==> config.mk <==
export PLATFORM = sky130hd
export DESIGN_NAME = stellar_class_string_parser_unit
export DESIGN_NICKNAME = d
export VERILOG_FILES = /design/src/sv/scsp_pkg.sv /design/src/sv/scsp_step.sv /design/src/sv/stellar_class_string_parser_unit.sv
export SDC_FILE = /design/constraint.sdc
export NUM_CORES = 1
export LEC_CHECK = 0
export BUFFER_PORTS_ARGS = -buffer_cell sky130_fd_sc_hd__clkbuf_2
export CAP_MARGIN = 25
export CORE_MARGIN = 1.5
export CORE_UTILIZATION = 45
export DETAILED_ROUTE_END_ITERATION = 8
export GPL_ROUTABILITY_DRIVEN = 1
export MAX_ROUTING_LAYER = met4
export PLACE_DENSITY = 0.72
export SLEW_MARGIN = 15
export SYNTH_ARGS = -nofsm -noshare
export SYNTH_HDL_FRONTEND = slang
export SYNTH_HIERARCHICAL = 1
export SYNTH_SLANG_ARGS = --single-unit
==> constraint.sdc <==
create_clock -name clock -period 4 [get_ports clock]
set_clock_uncertainty 0.2 [all_clocks]
set_input_delay 0.2 -clock clock [delete_from_list [all_inputs] [get_ports clock]]
set_output_delay 0.2 -clock clock [all_outputs]
set_load 0.02 [all_outputs]
==> src/sv/scsp_pkg.sv <==
// ----------------------------------------------------------------------------
// Stellar class string parser package
// Word types, parser state record and the class code constants.
// ----------------------------------------------------------------------------
package scsp_pkg;

   // stellar type codes
   localparam logic [1:0] TYPE_NORMAL      = 2'd0;
   localparam logic [1:0] TYPE_WHITE_DWARF = 2'd1;
   localparam logic [1:0] TYPE_NEUTRON     = 2'd2;
   localparam logic [1:0] TYPE_BLACK_HOLE  = 2'd3;

   // spectral class codes
   localparam logic [4:0] SPEC_UNKNOWN = 5'd0;
   localparam logic [4:0] SPEC_O  = 5'd1;
   localparam logic [4:0] SPEC_B  = 5'd2;
   localparam logic [4:0] SPEC_A  = 5'd3;
   localparam logic [4:0] SPEC_F  = 5'd4;
   localparam logic [4:0] SPEC_G  = 5'd5;
   localparam logic [4:0] SPEC_K  = 5'd6;
   localparam logic [4:0] SPEC_M  = 5'd7;
   localparam logic [4:0] SPEC_R  = 5'd8;
   localparam logic [4:0] SPEC_N  = 5'd9;
   localparam logic [4:0] SPEC_C  = 5'd10;
   localparam logic [4:0] SPEC_S  = 5'd11;
   localparam logic [4:0] SPEC_WO = 5'd12;
   localparam logic [4:0] SPEC_WN = 5'd13;
   localparam logic [4:0] SPEC_WC = 5'd14;
   localparam logic [4:0] SPEC_L  = 5'd15;
   localparam logic [4:0] SPEC_T  = 5'd16;
   localparam logic [4:0] SPEC_Y  = 5'd17;
   localparam logic [4:0] SPEC_D  = 5'd18;
   localparam logic [4:0] SPEC_DA = 5'd19;
   localparam logic [4:0] SPEC_DB = 5'd20;
   localparam logic [4:0] SPEC_DC = 5'd21;
   localparam logic [4:0] SPEC_DO = 5'd22;
   localparam logic [4:0] SPEC_DQ = 5'd23;
   localparam logic [4:0] SPEC_DX = 5'd24;
   localparam logic [4:0] SPEC_DZ = 5'd25;

   // luminosity class codes
   localparam logic [3:0] LUM_UNKNOWN = 4'd0;
   localparam logic [3:0] LUM_ZERO    = 4'd1;
   localparam logic [3:0] LUM_IA_PLUS = 4'd2;
   localparam logic [3:0] LUM_IA      = 4'd3;
   localparam logic [3:0] LUM_IAB     = 4'd4;
   localparam logic [3:0] LUM_IB      = 4'd5;
   localparam logic [3:0] LUM_I       = 4'd6;
   localparam logic [3:0] LUM_II      = 4'd7;
   localparam logic [3:0] LUM_III     = 4'd8;
   localparam logic [3:0] LUM_IV      = 4'd9;
   localparam logic [3:0] LUM_V       = 4'd10;
   localparam logic [3:0] LUM_VI      = 4'd11;

   localparam logic [6:0] SUBCLASS_MAX = 7'd99;

   typedef enum logic [16:0] {
      PH_BEGIN    = 17'h00001,
      PH_SPEC     = 17'h00002,
      PH_WR       = 17'h00004,
      PH_WD       = 17'h00008,
      PH_WDEX     = 17'h00010,
      PH_SUBDW    = 17'h00020,
      PH_SUB      = 17'h00040,
      PH_SUBDEC   = 17'h00080,
      PH_SUBFIN   = 17'h00100,
      PH_MARK     = 17'h00200,
      PH_MARKNEXT = 17'h00400,
      PH_LUM      = 17'h00800,
      PH_LUMI     = 17'h01000,
      PH_LUMIA    = 17'h02000,
      PH_LUMII    = 17'h04000,
      PH_LUMV     = 17'h08000,
      PH_END      = 17'h10000
   } phase_type;

   typedef struct packed {
      logic [7:0] ch;
      logic       last;
   } req_type;

   typedef struct packed {
      logic [1:0] stellar_type;
      logic [4:0] spectral_class;
      logic [6:0] subclass_tenths;
      logic [3:0] luminosity_class;
      logic [5:0] mark_bits;
      logic       dwarf_repeat_error;
   } rsp_type;

   typedef struct packed {
      phase_type  phase;
      logic [1:0] held_type;
      logic [4:0] held_spectral;
      logic [6:0] held_subclass;
      logic [3:0] held_luminosity;
      logic [5:0] held_marks;
      logic [7:0] previous_char;
      logic       repeat_flag;
   } parse_state_type;

   localparam parse_state_type STATE_RESET = '{
      phase:           PH_BEGIN,
      held_type:       TYPE_NORMAL,
      held_spectral:   SPEC_UNKNOWN,
      held_subclass:   7'd0,
      held_luminosity: LUM_UNKNOWN,
      held_marks:      6'd0,
      previous_char:   8'd0,
      repeat_flag:     1'b0
   };

endpackage

==> src/sv/scsp_step.sv <==
// ----------------------------------------------------------------------------
// Stellar class string parser character step
// Applies one character to the parser state, with every non-consuming move
// folded in, and forms the result the end-of-string character would give.
// ----------------------------------------------------------------------------
module scsp_step (
   input  scsp_pkg::parse_state_type state_cur,
   input  logic [7:0]                ch,
   output scsp_pkg::parse_state_type state_nxt,
   output scsp_pkg::rsp_type         result
);
   import scsp_pkg::*;

   localparam logic [7:0] CH_NUL   = 8'h00;
   localparam logic [7:0] CH_SPACE = " ";
   localparam logic [7:0] CH_PLUS  = "+";
   localparam logic [7:0] CH_DOT   = ".";
   localparam logic [7:0] CH_QUERY = "?";
   localparam logic [7:0] CH_ZERO  = "0";

   function automatic logic is_digit(logic [7:0] c);
      return (c >= "0") && (c <= "9");
   endfunction

   function automatic logic is_lower(logic [7:0] c);
      return (c >= "a") && (c <= "z");
   endfunction

   function automatic logic is_alpha(logic [7:0] c);
      return is_lower(c) || ((c >= "A") && (c <= "Z"));
   endfunction

   function automatic logic [4:0] main_class(logic [7:0] c);
      logic [4:0] k;
      case (c)
         "O":     k = SPEC_O;
         "B":     k = SPEC_B;
         "A":     k = SPEC_A;
         "F":     k = SPEC_F;
         "G":     k = SPEC_G;
         "K":     k = SPEC_K;
         "M":     k = SPEC_M;
         "R":     k = SPEC_R;
         "N":     k = SPEC_N;
         "C":     k = SPEC_C;
         "S":     k = SPEC_S;
         "L":     k = SPEC_L;
         "T":     k = SPEC_T;
         "Y":     k = SPEC_Y;
         default: k = SPEC_UNKNOWN;
      endcase
      return k;
   endfunction

   function automatic logic [4:0] dwarf_class(logic [7:0] c);
      logic [4:0] k;
      case (c)
         "A":     k = SPEC_DA;
         "B":     k = SPEC_DB;
         "C":     k = SPEC_DC;
         "O":     k = SPEC_DO;
         "Q":     k = SPEC_DQ;
         "X":     k = SPEC_DX;
         "Z":     k = SPEC_DZ;
         default: k = SPEC_UNKNOWN;
      endcase
      return k;
   endfunction

   function automatic logic [5:0] mark_bit(logic [7:0] c);
      logic [5:0] k;
      case (c)
         "f":     k = 6'b000001;
         "h":     k = 6'b000010;
         "m":     k = 6'b000100;
         "p":     k = 6'b001000;
         "e":     k = 6'b010000;
         "z":     k = 6'b100000;
         default: k = 6'b000000;
      endcase
      return k;
   endfunction

   // Entry at the luminosity phase. A '0' ends the parse, and first sets the
   // class to zero if it is still unknown.
   function automatic parse_state_type from_lum(parse_state_type s, logic [7:0] c);
      parse_state_type r;
      r = s;
      if (c == CH_ZERO) begin
         if (s.held_luminosity == LUM_UNKNOWN) r.held_luminosity = LUM_ZERO;
         r.phase = PH_END;
      end else if (c == "I") begin
         r.phase = PH_LUMI;
      end else if (c == "V") begin
         r.phase = PH_LUMV;
      end else if (c == CH_SPACE) begin
         r.phase = PH_LUM;
      end else begin
         r.phase = PH_END;
      end
      return r;
   endfunction

   function automatic parse_state_type from_mark(parse_state_type s, logic [7:0] c);
      parse_state_type r;
      logic [5:0]      k;
      r = s;
      k = mark_bit(c);
      if (k != 6'd0) begin
         r.held_marks = s.held_marks | k;
         r.phase      = PH_MARKNEXT;
      end else if ((c == CH_PLUS) || (c == CH_SPACE)) begin
         r.phase = PH_MARK;
      end else if (c == CH_NUL) begin
         r.phase = PH_END;
      end else begin
         r = from_lum(s, c);
      end
      return r;
   endfunction

   function automatic parse_state_type from_sub(parse_state_type s, logic [7:0] c);
      parse_state_type r;
      logic [6:0]      d;
      r = s;
      d = {3'd0, c[3:0]};
      if (is_digit(c)) begin
         r.held_subclass = (d << 3) + (d << 1);
         r.phase         = PH_SUBDEC;
      end else begin
         r = from_mark(s, c);
      end
      return r;
   endfunction

   function automatic parse_state_type from_spec(parse_state_type s, logic [7:0] c);
      parse_state_type r;
      logic [4:0]      k;
      r = s;
      k = main_class(c);
      if (c == "W") begin
         r.phase = PH_WR;
      end else if (k != SPEC_UNKNOWN) begin
         r.held_spectral = k;
         r.phase         = PH_SUB;
      end else begin
         r.phase = PH_END;
      end
      return r;
   endfunction

   parse_state_type s;
   parse_state_type r;
   logic [4:0]      dk;

   always_comb begin
      s  = state_cur;
      r  = state_cur;
      dk = dwarf_class(ch);
      unique case (s.phase)
         PH_BEGIN: begin
            if (ch == "X") begin
               r.held_type = TYPE_BLACK_HOLE;
               r.phase     = PH_END;
            end else if (ch == "Q") begin
               r.held_type = TYPE_NEUTRON;
               r.phase     = PH_END;
            end else if (ch == "D") begin
               r.held_type     = TYPE_WHITE_DWARF;
               r.held_spectral = SPEC_D;
               r.phase         = PH_WD;
            end else if (ch == "s") begin
               r.held_type = TYPE_NORMAL;
               r.phase     = PH_SUBDW;
            end else if (ch == CH_QUERY) begin
               r.phase = PH_END;
            end else begin
               s.held_type = TYPE_NORMAL;
               r = from_spec(s, ch);
            end
         end
         PH_SPEC: r = from_spec(s, ch);
         PH_WR: begin
            if (ch == "O") begin
               r.held_spectral = SPEC_WO;
               r.phase         = PH_SUB;
            end else if (ch == "N") begin
               r.held_spectral = SPEC_WN;
               r.phase         = PH_SUB;
            end else if (ch == "C") begin
               r.held_spectral = SPEC_WC;
               r.phase         = PH_SUB;
            end else begin
               r.phase = PH_END;
            end
         end
         PH_WD: begin
            if (dk != SPEC_UNKNOWN) begin
               r.held_spectral = dk;
               r.phase         = PH_WDEX;
            end else begin
               s.held_spectral = SPEC_D;
               r.held_spectral = SPEC_D;
               // a non-letter after D is left for the subclass
               if (is_alpha(ch)) r.phase = PH_SUB;
               else r = from_sub(s, ch);
            end
         end
         PH_WDEX: begin
            if (ch == s.previous_char) s.repeat_flag = 1'b1;
            r.repeat_flag = s.repeat_flag;
            if (dk != SPEC_UNKNOWN) r.phase = PH_SUB;
            else r = from_sub(s, ch);
         end
         PH_SUBDW: begin
            if (ch == "d") begin
               r.held_luminosity = LUM_VI;
               r.phase           = PH_SPEC;
            end else begin
               r.phase = PH_END;
            end
         end
         PH_SUB:    r = from_sub(s, ch);
         PH_SUBDEC: begin
            if (ch == CH_DOT) r.phase = PH_SUBFIN;
            else r = from_mark(s, ch);
         end
         PH_SUBFIN: begin
            if (is_digit(ch)) r.held_subclass = s.held_subclass + {3'd0, ch[3:0]};
            r.phase = PH_MARK;
         end
         PH_MARK: r = from_mark(s, ch);
         PH_MARKNEXT: begin
            if (is_lower(ch)) r = from_mark(s, ch);
            else r.phase = PH_END;
         end
         PH_LUM: r = from_lum(s, ch);
         PH_LUMI: begin
            if (ch == "a") begin
               r.phase = PH_LUMIA;
            end else if (ch == "b") begin
               r.held_luminosity = LUM_IB;
               r.phase           = PH_MARK;
            end else if (ch == "I") begin
               r.phase = PH_LUMII;
            end else if (ch == "V") begin
               r.held_luminosity = LUM_IV;
               r.phase           = PH_MARK;
            end else begin
               s.held_luminosity = LUM_I;
               r = from_mark(s, ch);
            end
         end
         PH_LUMIA: begin
            if (ch == CH_PLUS) begin
               r.held_luminosity = LUM_IA_PLUS;
               r.phase           = PH_MARK;
            end else if (ch == "b") begin
               r.held_luminosity = LUM_IAB;
               r.phase           = PH_MARK;
            end else begin
               s.held_luminosity = LUM_IA;
               r = from_mark(s, ch);
            end
         end
         PH_LUMII: begin
            if (ch == "I") begin
               r.held_luminosity = LUM_III;
               r.phase           = PH_MARK;
            end else begin
               s.held_luminosity = LUM_II;
               r = from_mark(s, ch);
            end
         end
         PH_LUMV: begin
            if (ch == "I") begin
               r.held_luminosity = LUM_VI;
               r.phase           = PH_MARK;
            end else begin
               s.held_luminosity = LUM_V;
               r = from_mark(s, ch);
            end
         end
         default: r.phase = PH_END;
      endcase
      r.previous_char = ch;
   end

   assign state_nxt = r;

   // End-of-string character: only the pending luminosity phases still
   // change a field, everything else just ends the parse.
   always_comb begin
      result.stellar_type       = r.held_type;
      result.spectral_class     = r.held_spectral;
      result.subclass_tenths    = r.held_subclass;
      result.luminosity_class   = r.held_luminosity;
      result.mark_bits          = r.held_marks;
      result.dwarf_repeat_error = r.repeat_flag;
      case (r.phase)
         PH_LUMI:  result.luminosity_class = LUM_I;
         PH_LUMIA: result.luminosity_class = LUM_IA;
         PH_LUMII: result.luminosity_class = LUM_II;
         PH_LUMV:  result.luminosity_class = LUM_V;
         default:  result.luminosity_class = r.held_luminosity;
      endcase
   end

endmodule

==> src/sv/stellar_class_string_parser_unit.sv <==
// ----------------------------------------------------------------------------
// Stellar class string parser unit
// Result: registered from the accepted last character, via the skid slot if the output is held.
// Throughput: one character word per cycle while the skid slot is empty; state step is one folded pass.
// Reset: synchronous, parser returns to the begin state, output empties.
// ----------------------------------------------------------------------------
module stellar_class_string_parser_unit (
   input  logic              clock,
   input  logic              reset,
   input  logic              req_valid,
   output logic              req_ready,
   input  scsp_pkg::req_type req_data,
   output logic              rsp_valid,
   input  logic              rsp_ready,
   output scsp_pkg::rsp_type rsp_data
);
   import scsp_pkg::*;

   parse_state_type state_ff;
   parse_state_type state_in;
   parse_state_type step_nxt;
   rsp_type         step_result;

   logic    out_valid_ff;
   logic    out_valid_in;
   rsp_type out_data_ff;
   rsp_type out_data_in;
   logic    skid_valid_ff;
   logic    skid_valid_in;
   rsp_type skid_data_ff;
   rsp_type skid_data_in;

   logic req_accept;
   logic produce;

   scsp_step u_step (
      .state_cur (state_ff),
      .ch        (req_data.ch),
      .state_nxt (step_nxt),
      .result    (step_result)
   );

   assign req_ready  = !skid_valid_ff;
   assign req_accept = req_valid && req_ready;
   assign produce    = req_accept && req_data.last;

   always_comb begin
      state_in = state_ff;
      if (req_accept) begin
         // a finished string starts the next one from scratch
         state_in = req_data.last ? STATE_RESET : step_nxt;
      end
   end

   always_comb begin
      out_valid_in  = out_valid_ff;
      out_data_in   = out_data_ff;
      skid_valid_in = skid_valid_ff;
      skid_data_in  = skid_data_ff;
      if (rsp_ready || !out_valid_ff) begin
         if (skid_valid_ff) begin
            out_valid_in  = 1'b1;
            out_data_in   = skid_data_ff;
            skid_valid_in = 1'b0;
         end else if (produce) begin
            out_valid_in = 1'b1;
            out_data_in  = step_result;
         end else begin
            out_valid_in = 1'b0;
         end
      end else if (produce) begin
         skid_valid_in = 1'b1;
         skid_data_in  = step_result;
      end
   end

   always_ff @(posedge clock) begin
      if (reset) begin
         state_ff      <= STATE_RESET;
         out_valid_ff  <= 1'b0;
         skid_valid_ff <= 1'b0;
      end else begin
         state_ff      <= state_in;
         out_valid_ff  <= out_valid_in;
         skid_valid_ff <= skid_valid_in;
      end
   end

   always_ff @(posedge clock) begin
      out_data_ff  <= out_data_in;
      skid_data_ff <= skid_data_in;
   end

   assign rsp_valid = out_valid_ff;
   assign rsp_data  = out_data_ff;

endmodule

==> metrics, run 1 <==
Hold Path End=skid_valid_ff; Setup CP Type=input port to register; GR Overflow Total=0; Max Cap Viol=0; diode count=0; Post-synth top flop=dfxtp_1; Antenna Nets Post-Route=0; syn_nets=855; fraction of layout cells with a size suffix above 1=between 15 and 20%; simple-gate share of the synthesized area=between 20% and 30%; Slew HR=39.50%; Syn Area/Cell=8.628 um^2; clk sinks=102; YS warnings=6; worst IR drop on VDD=0.0002826 V; Worst-path clk slew=0.07 ns; clk_lat worst skew=around 0.36 ns; Arrival @ worst endpoint=3.86 ns; Core ar.=0.01577 mm^2; Iteration-0 DRC Markers=approximately 830; CP max FO=6; endpoints failing hold=0; clk buf depth=2; Setup WS post-layout=0.1568 ns; FMAX=260.2 MHz; antenna violations before repair=0; CTS root buffer=clkbuf_16; DIE HEIGHT=129.5 um; final setup vio count=0; CP max stage cell=or4b_2; top post-synthesis cells by area=edfxtp_1 (21%), dfxtp_1 (14%), nand3b_1 (5.4%); top cell types by occurrence after synthesis=nand2_1 (91), a21oi_1 (74), dfxtp_1 (52), nand3b_1 (52), edfxtp_1 (50); pin count of the biggest net entering global routing=53; CTS buffer count=9; global-route wire length before repair=33270 um; Initial Utilization=45.63%; CP max stage delay=between 0.7 and 0.8 ns; RR Startpoint=state_ff[37]; number of global-route vias before repair=between 6000 and 7000; post-synthesis sequential area ratio=35.33%; final net count=870; Cell Area, Synth=0.007196 mm^2; HP Start=req_valid; post-DP HPWL=15050 um; Via density=between 6 and 7; cells after synthesis=834; Die ar.=0.01676 mm^2; num rows=46; top-area cell type share of the netlist area=20.87%; GRT Total Usage=26.43%; CTS tree=done; Crit path top cell by count=buf_4; Cell variety after synth=86; Final Cycle Share=96.08%; CTS HTree Levels=3; IO Port Bufs=39; 1st-pass router iterations=5; R2R depth=10; DR WL/cell=19.74 um; startpoint types=input port; most frequent cell after synthesis=nand2_1; Final min period=3.843 ns; pwr dens=287.0 mW/mm^2; max-slew violation count=0; Worst Hold Path Cells=3; crit-path cells=dlygate4sd3_1, clkbuf_2, or4b_2, o2bb2ai_1, buf_4, a211oi_1, a2111oi_0, o21ai_0, a22oi_1, o311ai_0, buf_4, nand3b_1, a21oi_1; Worst Hold Class=input port to register; EDFF count, synth=50; Post-CTS Resized=0; worst-margin pin slew=0.9075 ns; final WL=roughly 21000 um; post-synth top area cell=edfxtp_1; Yosys reg bits=just over 100; Synth async-reset ratio=0%; Critical R2R Capture=state_ff[49]; main combinational cell family by area after synthesis=simple AND/OR/NAND/NOR gates; xor/xnor share of the synthesized area=1.826%; total number of vias=approximately 6600; Worst EP required=4.02 ns; DRC=0; Post-Synth Adder-Cell Area=1.600%; status=complete, no violations; multiplexer share of the synthesized area=4.191%; TNS Setup=0 ns; Leak=2.860 nW; pre-CTS setup slack=0.3633 ns; RSZ-0062 raised after global routing=no; fraction of the mapped netlist area in compound gates=20.52%; r2r setup slk=0.17 ns; I/O pin count=40; routability cong.=between 0.9 and 1; Syn-to-layout area delta=9.546%; CP Capture Type=register; Die Width=129.5 um
==> cell families after synthesis <==
family | after synthesis
simple gates | 359
compound gates | 224
flops | 102
buf+inv | 98
mux | 27
xor+xnor | 15
fa+ha+maj | 8
other cells | 1
==> sequential cells by signal, indices dropped and copies added, names as in the netlist <==
name and count:
skid_data_ff 25, rsp_valid 1, rsp_data 25, skid_valid_ff 1, state_ff 50
==> cells in the final DEF, fill, tap and decap left out, types with 14 or more instances in the layout <==
cell / count
buf_4: 43
nor3_1: 20
a211oi_1: 19
nand3b_1: 52
dfxtp_1: 52
mux2_2: 25
nand2b_1: 19
nor2_1: 41
nand3_1: 22
o21ai_0: 39
clkbuf_2: 39
nor4_1: 14
nor2b_1: 17
edfxtp_1: 50
nand2_1: 91
a21oi_1: 74
==> area by class of cell <==
cell class / count / area [um^2]
Inverter: 12 / 45.04
Multi-Input combinational cell: 634 / 4119
Sequential cell: 102 / 2542
Clock inverter: 7 / 57.56
Timing Repair Buffer: 90 / 623.1
Fill cell: 1546 / 7888
Clock buffer: 9 / 225.2
Tap cell: 216 / 270.3
==> worst max path at each step <==
stage / cells after the start / slack [ns] / startpoint / endpoint
finish: 13 / 0.16 / req_data[7] / state_ff[49]
global route: 10 / 0.005 / state_ff[37] / state_ff[49]
CTS: 12 / 0.27 / req_data[6] / rsp_data[9]
detailed placement: 10 / 0.36 / state_ff[37] / state_ff[49]
global placement: 10 / 0.22 / state_ff[37] / state_ff[49]
floorplan: 4 / 0.72 / skid_valid_ff / rsp_data[0]
==> layer usage <==
| layer | vias up | GRT usage (%) | routed length [um] |
|---|---|---|---|
| met5 | - | - | 0 |
| met4 | 0 | 10.33 | 633 |
| met3 | 38 | 4.500 | 1432 |
| met2 | 278 | 38.61 | 9284 |
| met1 | 3160 | 36.42 | 9775 |
| li1 | 3149 | - | - |
==> worst max-delay path: cells and delay by family <==
family | cells | cell delay, ns
buffers and inverters | 4 | 1.11
AOI/OAI and AO/OA | 7 | 1.75
and+or+nand+nor | 2 | 0.82
==> power by group <==
part	internal (mW)	total (mW)	switching, mW
Sequential	1.11	1.12	0.00912
Clock	0.430	0.847	0.417
Combinational	0.105	0.295	0.191
==> repair_timing <==
| item | 4_1_cts | 5_1_grt |
|---|---|---|
| setup buffers | 0 | 0 |
| hold buffers | 5 | 0 |
| endpoints found under the hold margin | 5 | 0 |
==> metrics by stage <==
step	total power [mW]	hold slack (ns)	instances	instance area, um^2	utilization, %
after global placement	1.424	0.2382	1047	7515	47.65
after floorplan	1.343	0.1864	834	7196	-
after detailed placement	1.426	0.2450	1048	7530	47.75
after CTS	2.274	0.009304	1069	7863	49.86
final	2.262	0.01328	1070	7883	49.98
after global routing	2.343	0.03150	1070	7883	49.98
Power figures use the tool's default switching activity.
==> run 2, diff against run 1 <==
Settings changed: CELL_PAD_IN_SITES_DETAIL_PLACEMENT set to 1, CELL_PAD_IN_SITES_GLOBAL_PLACEMENT set to 2, CORE_UTILIZATION 45 to 38, PLACE_DENSITY 0.72 to 0.9, SYNTH_HIERARCHICAL 1 to not set.
==> metrics, run 2 <==
status=complete, no violations; endpoints failing hold=0 (unchanged); pin count of the biggest net entering global routing=44 (-17%); Power, Total=2.378 mW (+5.1%); CP Capture Type=register; fraction of layout cells with a size suffix above 1=15.65% (-2.4 points); YS warnings=0 (-6); cells after synthesis=780 (-6.5%); DRC=0 (unchanged); Worst Hold Path Cells=3 (unchanged); Post-DP Area=0.007322 mm^2 (-2.8%); diode count=0 (unchanged); clk buf depth=2 (unchanged); Initial Utilization=39.09% (-6.5 points); Post-Synth Adder-Cell Area=1.697% (+0.097 points); GR Overflow Total=0 (unchanged); CTS root buffer=clkbuf_16; CTS buffer count=9 (unchanged); Cell Area, Synth=0.006784 mm^2 (-5.7%); startpoint types=input port; final WL=26790 um (+27%); fraction of the mapped netlist area in compound gates=25.45% (+4.9 points); Layout Cells excl Fill=1043 (-2.5%); Core ar.=0.01736 mm^2 (+10%); I/O pin count=40 (unchanged); most frequent cell after synthesis=nor2_1; post-DP HPWL=20300 um (+35%); post-synth top area cell=edfxtp_1; GRT Total Usage=30.27% (+3.8 points); Yosys reg bits=102 (unchanged); # Post-CTS Setup Buffers=0 (unchanged); pre-CTS setup slack=0.1947 ns (-0.1687 ns); Worst Hold Class=input port to register; simple-gate share of the synthesized area=26.60% (-2.3 points); Leak=2.801 nW (-2.1%); final hold slack=0.03784 ns (+0.02455 ns); Cell variety after synth=84 (-2.3%); Post-CTS Resized=0 (unchanged); DIE HEIGHT=136.6 um (+5.5%); syn_nets=801 (-6.3%); RSZ-0062 raised after global routing=no; TNS Setup=0 ns (unchanged); Top reg by flops=state_ff; placed insts=1026 (-2.1%); Max Cap Viol=0 (unchanged); final setup vio count=0 (unchanged); DR WL/cell=25.68 um (+30%); Setup WS post-layout=0.5006 ns (+0.3438 ns); number of global-route vias before repair=6879 (+14%); total number of vias=6804 (+2.7%); Syn-to-layout area delta=12.60%; worst IR drop on VDD=0.0002384 V (-16%); CTS tree=done; Final min period=3.499 ns (-0.3438 ns); Via density=6.523 (+5.4%); top cell types by occurrence after synthesis=nor2_1 (74), nand2_1 (67), a21oi_1 (58); most common cell after layout, fill and taps aside=nor2_1; top post-synthesis cells by area=edfxtp_1 (22%), dfxtp_1 (15%), a21oi_1 (4.3%); Worst EP required=3.96 ns (-0.06 ns); worst-margin pin slew=1.063 ns (+0.1560 ns); Worst-path clk slew=0.07 ns (about the same); fillers=2060 (+33%); Final Cycle Share=87.49% (-8.6 points); clk_lat worst skew=0.37 ns (about the same); CTS HTree Levels=3 (unchanged); Iteration-0 DRC Markers=590 (-28%); global-route wire length before repair=41080 um (+23%); main combinational cell family by area after synthesis=simple AND/OR/NAND/NOR gates; fin area=0.007639 mm^2 (-3.1%); pwr dens=311.3 mW/mm^2 (+8.5%); num rows=48 (+4.3%); max-slew violation count=0 (unchanged); Slew HR=29.10% (-10 points); Arrival @ worst endpoint=3.46 ns (-0.40 ns); FMAX=285.8 MHz (+9.8%); Synth async-reset ratio=0% (unchanged); 1st-pass router iterations=5 (unchanged); IO Port Bufs=39 (unchanged); clk sinks=102 (unchanged); CP max FO=22 (+16); most frequent cells in the layout=nor2_1 (73), nand2_1 (67), a21oi_1 (57), dfxtp_1 (52), edfxtp_1 (50); Post-synth top flop=dfxtp_1; routability cong.=0.9550 (-1.6%); antenna violations before repair=0 (unchanged); EDFF count, synth=50 (unchanged); Syn Area/Cell=8.697 um^2 (+0.81%); Antenna Nets Post-Route=0 (unchanged); post-synthesis sequential area ratio=37.48% (+2.1 points); Die Width=136.6 um (+5.5%); final net count=834 (-4.1%); multiplexer share of the synthesized area=2.785% (-1.4 points); fin util=44.01% (-6.0 points); xor/xnor share of the synthesized area=2.195% (+0.37 points); R2R depth=7 (-3); max FFs per register=50 (unchanged); top-area cell type share of the netlist area=22.13% (+1.3 points); Setup CP Type=input port to register; Die ar.=0.01866 mm^2 (+11%)
-- run 2: changes by cell type in the layout (fill, tap and decap cells not counted), moves of 11 or more --
cell      previous run  this run
o21ai_0             39        28
nand3b_1            52         3
nand2_1             91        67
buf_4               43        32
a21oi_1             74        57
a211oi_1            19         7
nor2_1              41        73
-- run 2: cells by family (layout without fill, tap and decap cells) --
logic type                 after synthesis  in the layout
adders and majority gates                8              8
and+or+nand+nor                        327            327
AOI/OAI and AO/OA                      244            244
buffers and inverters                   65            103
muxes                                   17             17
xor gates and xnor gates                17             17
DFF                                    102            102
-- run 2: report_power, final --
group          leakage, nW  switching (mW)  internal (mW)  total (mW)
sequential           0.886          0.0108           1.11        1.12
combinational         1.77           0.230         0.0949       0.324
clock                0.147           0.439          0.495       0.934
total                 2.80           0.680           1.70        2.38
-- run 2: worst max-delay path: stages --
cell	delay, ns
clkbuf_2	0.18
buf_4	0.26
nor4_2	0.71
nor2_1	0.19
a21oi_1	0.57
nand4_1	0.46
o2111ai_4	0.35
nand2_1	0.20
o41ai_1	0.31
-- run 2: worst paths after layout --
path | slack [ns] | startpoint | endpoint
max | 0.50 | req_data[2] | rsp_data[1]
max reg2reg | 0.53 | state_ff[48] | rsp_data[9]
min | 0.04 | req_valid | skid_valid_ff
min reg2reg | 0.26 | state_ff[10] | state_ff[10]
-- run 2: repair_timing --
item	in CTS	in global routing
endpoints found under the hold margin	1	0
hold buffers	1	0
setup endpoints to repair	0	0
-- run 2: layout make-up --
class                   instances  area (um^2)  share of cell area [%]
inverters                      14        52.55                  0.6880
well taps                     225        281.5                   3.686
clock inverters                 7        81.33                   1.065
repair buffers                 73        465.4                   6.093
multi-input cells             613         3990                   52.24
flip-flops and latches        102         2542                   33.28
clock buffers                   9        225.2                   2.948
-- run 2: metal layers --
metal | routed length (um) | vias to the layer above | GRT usage (%)
li1 | - | 3069 | -
met3 | 1474 | 57 | 4.556
met5 | 0 | - | -
met2 | 12630 | 240 | 47.82
met4 | 714 | 0 | 10.87
met1 | 11970 | 3438 | 39.32
==> run 3, diff against run 2 <==
Settings changed: CORE_UTILIZATION 38 to 35, PLACE_DENSITY 0.9 to 0.87, SLEW_MARGIN 15 to not set, TNS_END_PERCENT set to 20.
Clock period 4 ns to 2.93 ns, I/O delays scaled along.
==> metrics, run 3 (synthesis gave the netlist of run 2 again) <==
Core ar.=0.01883 mm^2 (+8.5%); Antenna Nets Post-Route=0 (unchanged); num rows=50 (+4.2%); pwr dens=368.5 mW/mm^2 (+18%); Final Cycle Share=97.99%; diode count=0 (unchanged); Via density=5.912 (-9.4%); pin count of the biggest net entering global routing=31 (-30%); worst IR drop on VDD=0.0002671 V (+12%); Logic pwr share=16.7% (+3.1 points); Top reg by flops=state_ff; Leak=3.503 nW (+25%); r2r setup slk=0.06 ns (-0.47 ns); Sequential Area=0.002550 mm^2 (+0.30%); FMAX=approximately 350 MHz; IO Port Bufs=39 (unchanged); Syn-to-layout area delta=30.27%; max FFs per register=50 (unchanged); TNS Setup=0 ns (unchanged); Die ar.=0.02023 mm^2 (+8.4%); max-slew violation count=0 (unchanged); Slew HR=59.00% (+30 points); CTS root buffer=clkbuf_16; final WL=27270 um (+1.8%); Die Width=142.2 um (+4.1%); Sw Share=29.17% (+0.59 points); most frequent cells in the layout=buf_4 (163), nor2_1 (72), nand2_1 (66), a21oi_1 (56), edfxtp_1 (50); most common cell after layout, fill and taps aside=buf_4; GR Overflow Total=0 (unchanged); routability cong.=1.038 (+8.6%); Net Switching=0.9500 mW (+40%); DRC=0 (unchanged); I/O pin count=40 (unchanged); Worst-path clk slew=0.07 ns (about the same); CTS buffer count=9 (unchanged); clk buf depth=2 (unchanged); sequential power share=46.8% (-0.3 points); final net count=971 (+16%); final hold slack=0.1091 ns (+0.07121 ns); Setup CP Type=register to register; DIE HEIGHT=142.2 um (+4.1%); DR WL/cell=22.44 um (-13%); Final min period=2.871 ns; Initial Utilization=36.03% (-3.1 points); area occupied by multi-input gates=0.004108 mm^2 (+2.9%); antenna violations before repair=0 (unchanged); clk_lat worst skew=0.37 ns (about the same); Iteration-0 DRC Markers=559 (-5.3%); 1st-pass router iterations=5 (unchanged); Pint=2.306 mW (+36%); Arrival @ worst endpoint=2.77 ns (-0.69 ns); startpoint types=register; RSZ-0062 raised after global routing=yes; status=complete, no violations; number of global-route vias before repair=7149 (+3.9%); Max Cap Viol=0 (unchanged); clk sinks=102 (unchanged); final setup vio count=0 (unchanged); total number of vias=7183 (+5.6%); CTS HTree Levels=3 (unchanged); CP max FO=6 (-73%); fraction of layout cells with a size suffix above 1=29.95% (+14 points); endpoints failing hold=0 (unchanged); Worst EP required=2.83 ns (-1.13 ns); worst-margin pin slew=0.5995 ns (-0.4639 ns); Worst Hold Class=input port to register; clock share of power=36.5% (-2.8 points); fillers=2249 (+9.2%); CP Capture Type=register; GRT Total Usage=28.12% (-2.2 points); global-route wire length before repair=41750 um (+1.6%); post-DP HPWL=21080 um (+3.8%); CTS tree=done
run 3: cell types whose count changed in the layout (fill, tap and decap cells not counted), moves of 3 or more:
| cell | before | now |
|---|---|---|
| nor4_1 | 13 | 7 |
| nor4_2 | 3 | 9 |
| dlygate4sd3_1 | 1 | 4 |
| dfxtp_2 | 0 | 6 |
| buf_4 | 32 | 163 |
| dfxtp_1 | 52 | 46 |
| inv_6 | 0 | 3 |
run 3: path summary, 6_finish.rpt:
check,start,endpoint,depth (start not counted)
worst min-delay path,req_data[0],state_ff[2],4
worst min register to register,state_ff[10],state_ff[10],2
worst max-delay path,state_ff[46],rsp_data[10],11
worst max register to register,state_ff[46],rsp_data[10],11
run 3: power groups by stage:
stage | registers, mW | logic (mW) | clock network (mW)
final | 1.52 | 0.542 | 1.19
after global routing | 1.53 | 0.580 | 1.25
after CTS | 1.52 | 0.525 | 1.20
after detailed placement | 1.56 | 0.516 | 0
after global placement | 1.56 | 0.509 | 0
after floorplan | 1.57 | 0.256 | 0
run 3: layout make-up:
class / count / area share [%]
Sequential cell: 102 / 28.85
Inverter: 14 / 0.5946
Multi-Input combinational cell: 613 / 46.48
Clock inverter: 6 / 0.5805
Tap cell: 260 / 3.681
Timing Repair Buffer: 210 / 17.22
Clock buffer: 10 / 2.591
run 3: metal layers:
metal | share of wire [%] | vias to the layer above | wire length, um | global-route usage [%]
met5 | 0 | - | 0 | -
met4 | 2.5 | 0 | 670 | 9.224
met3 | 4.4 | 39 | 1208 | 3.163
met2 | 46 | 207 | 12620 | 44.21
met1 | 47 | 3583 | 12780 | 37.84
li1 | - | 3354 | - | -
run 3: timing repair:
item                                    in CTS  in global routing
setup buffers                                1                  5
endpoints found under the setup margin      11                 24
gates resized for setup                      2                 27
hold endpoints to repair                     4                  0
hold buffers                                 4                  0
pin swaps                                    2                  9
run 3: stage by stage:
stage	total power [mW]	std cells	area, um^2	setup WS, ns	util, %
floorplan	1.831	780	6784	0.2407	-
global placement	2.065	1189	8339	-0.1361	44.29
detailed placement	2.074	1189	8339	-0.2094	44.29
CTS	3.249	1210	8677	0.005467	46.08
global route	3.353	1215	8837	-0.06394	46.93
finish	3.256	1215	8837	0.05876	46.93
run 3: critical path: stages, from the launching register on:
cell and delay (ns):
dfxtp_2 0.34, nor4_4 0.41, nand4_1 0.15, buf_4 0.18, buf_4 0.15, nor3_4 0.19, nand4_1 0.24, buf_4 0.26
a41o_1 0.19, buf_4 0.14, nand2_1 0.08, a31oi_1 0.08
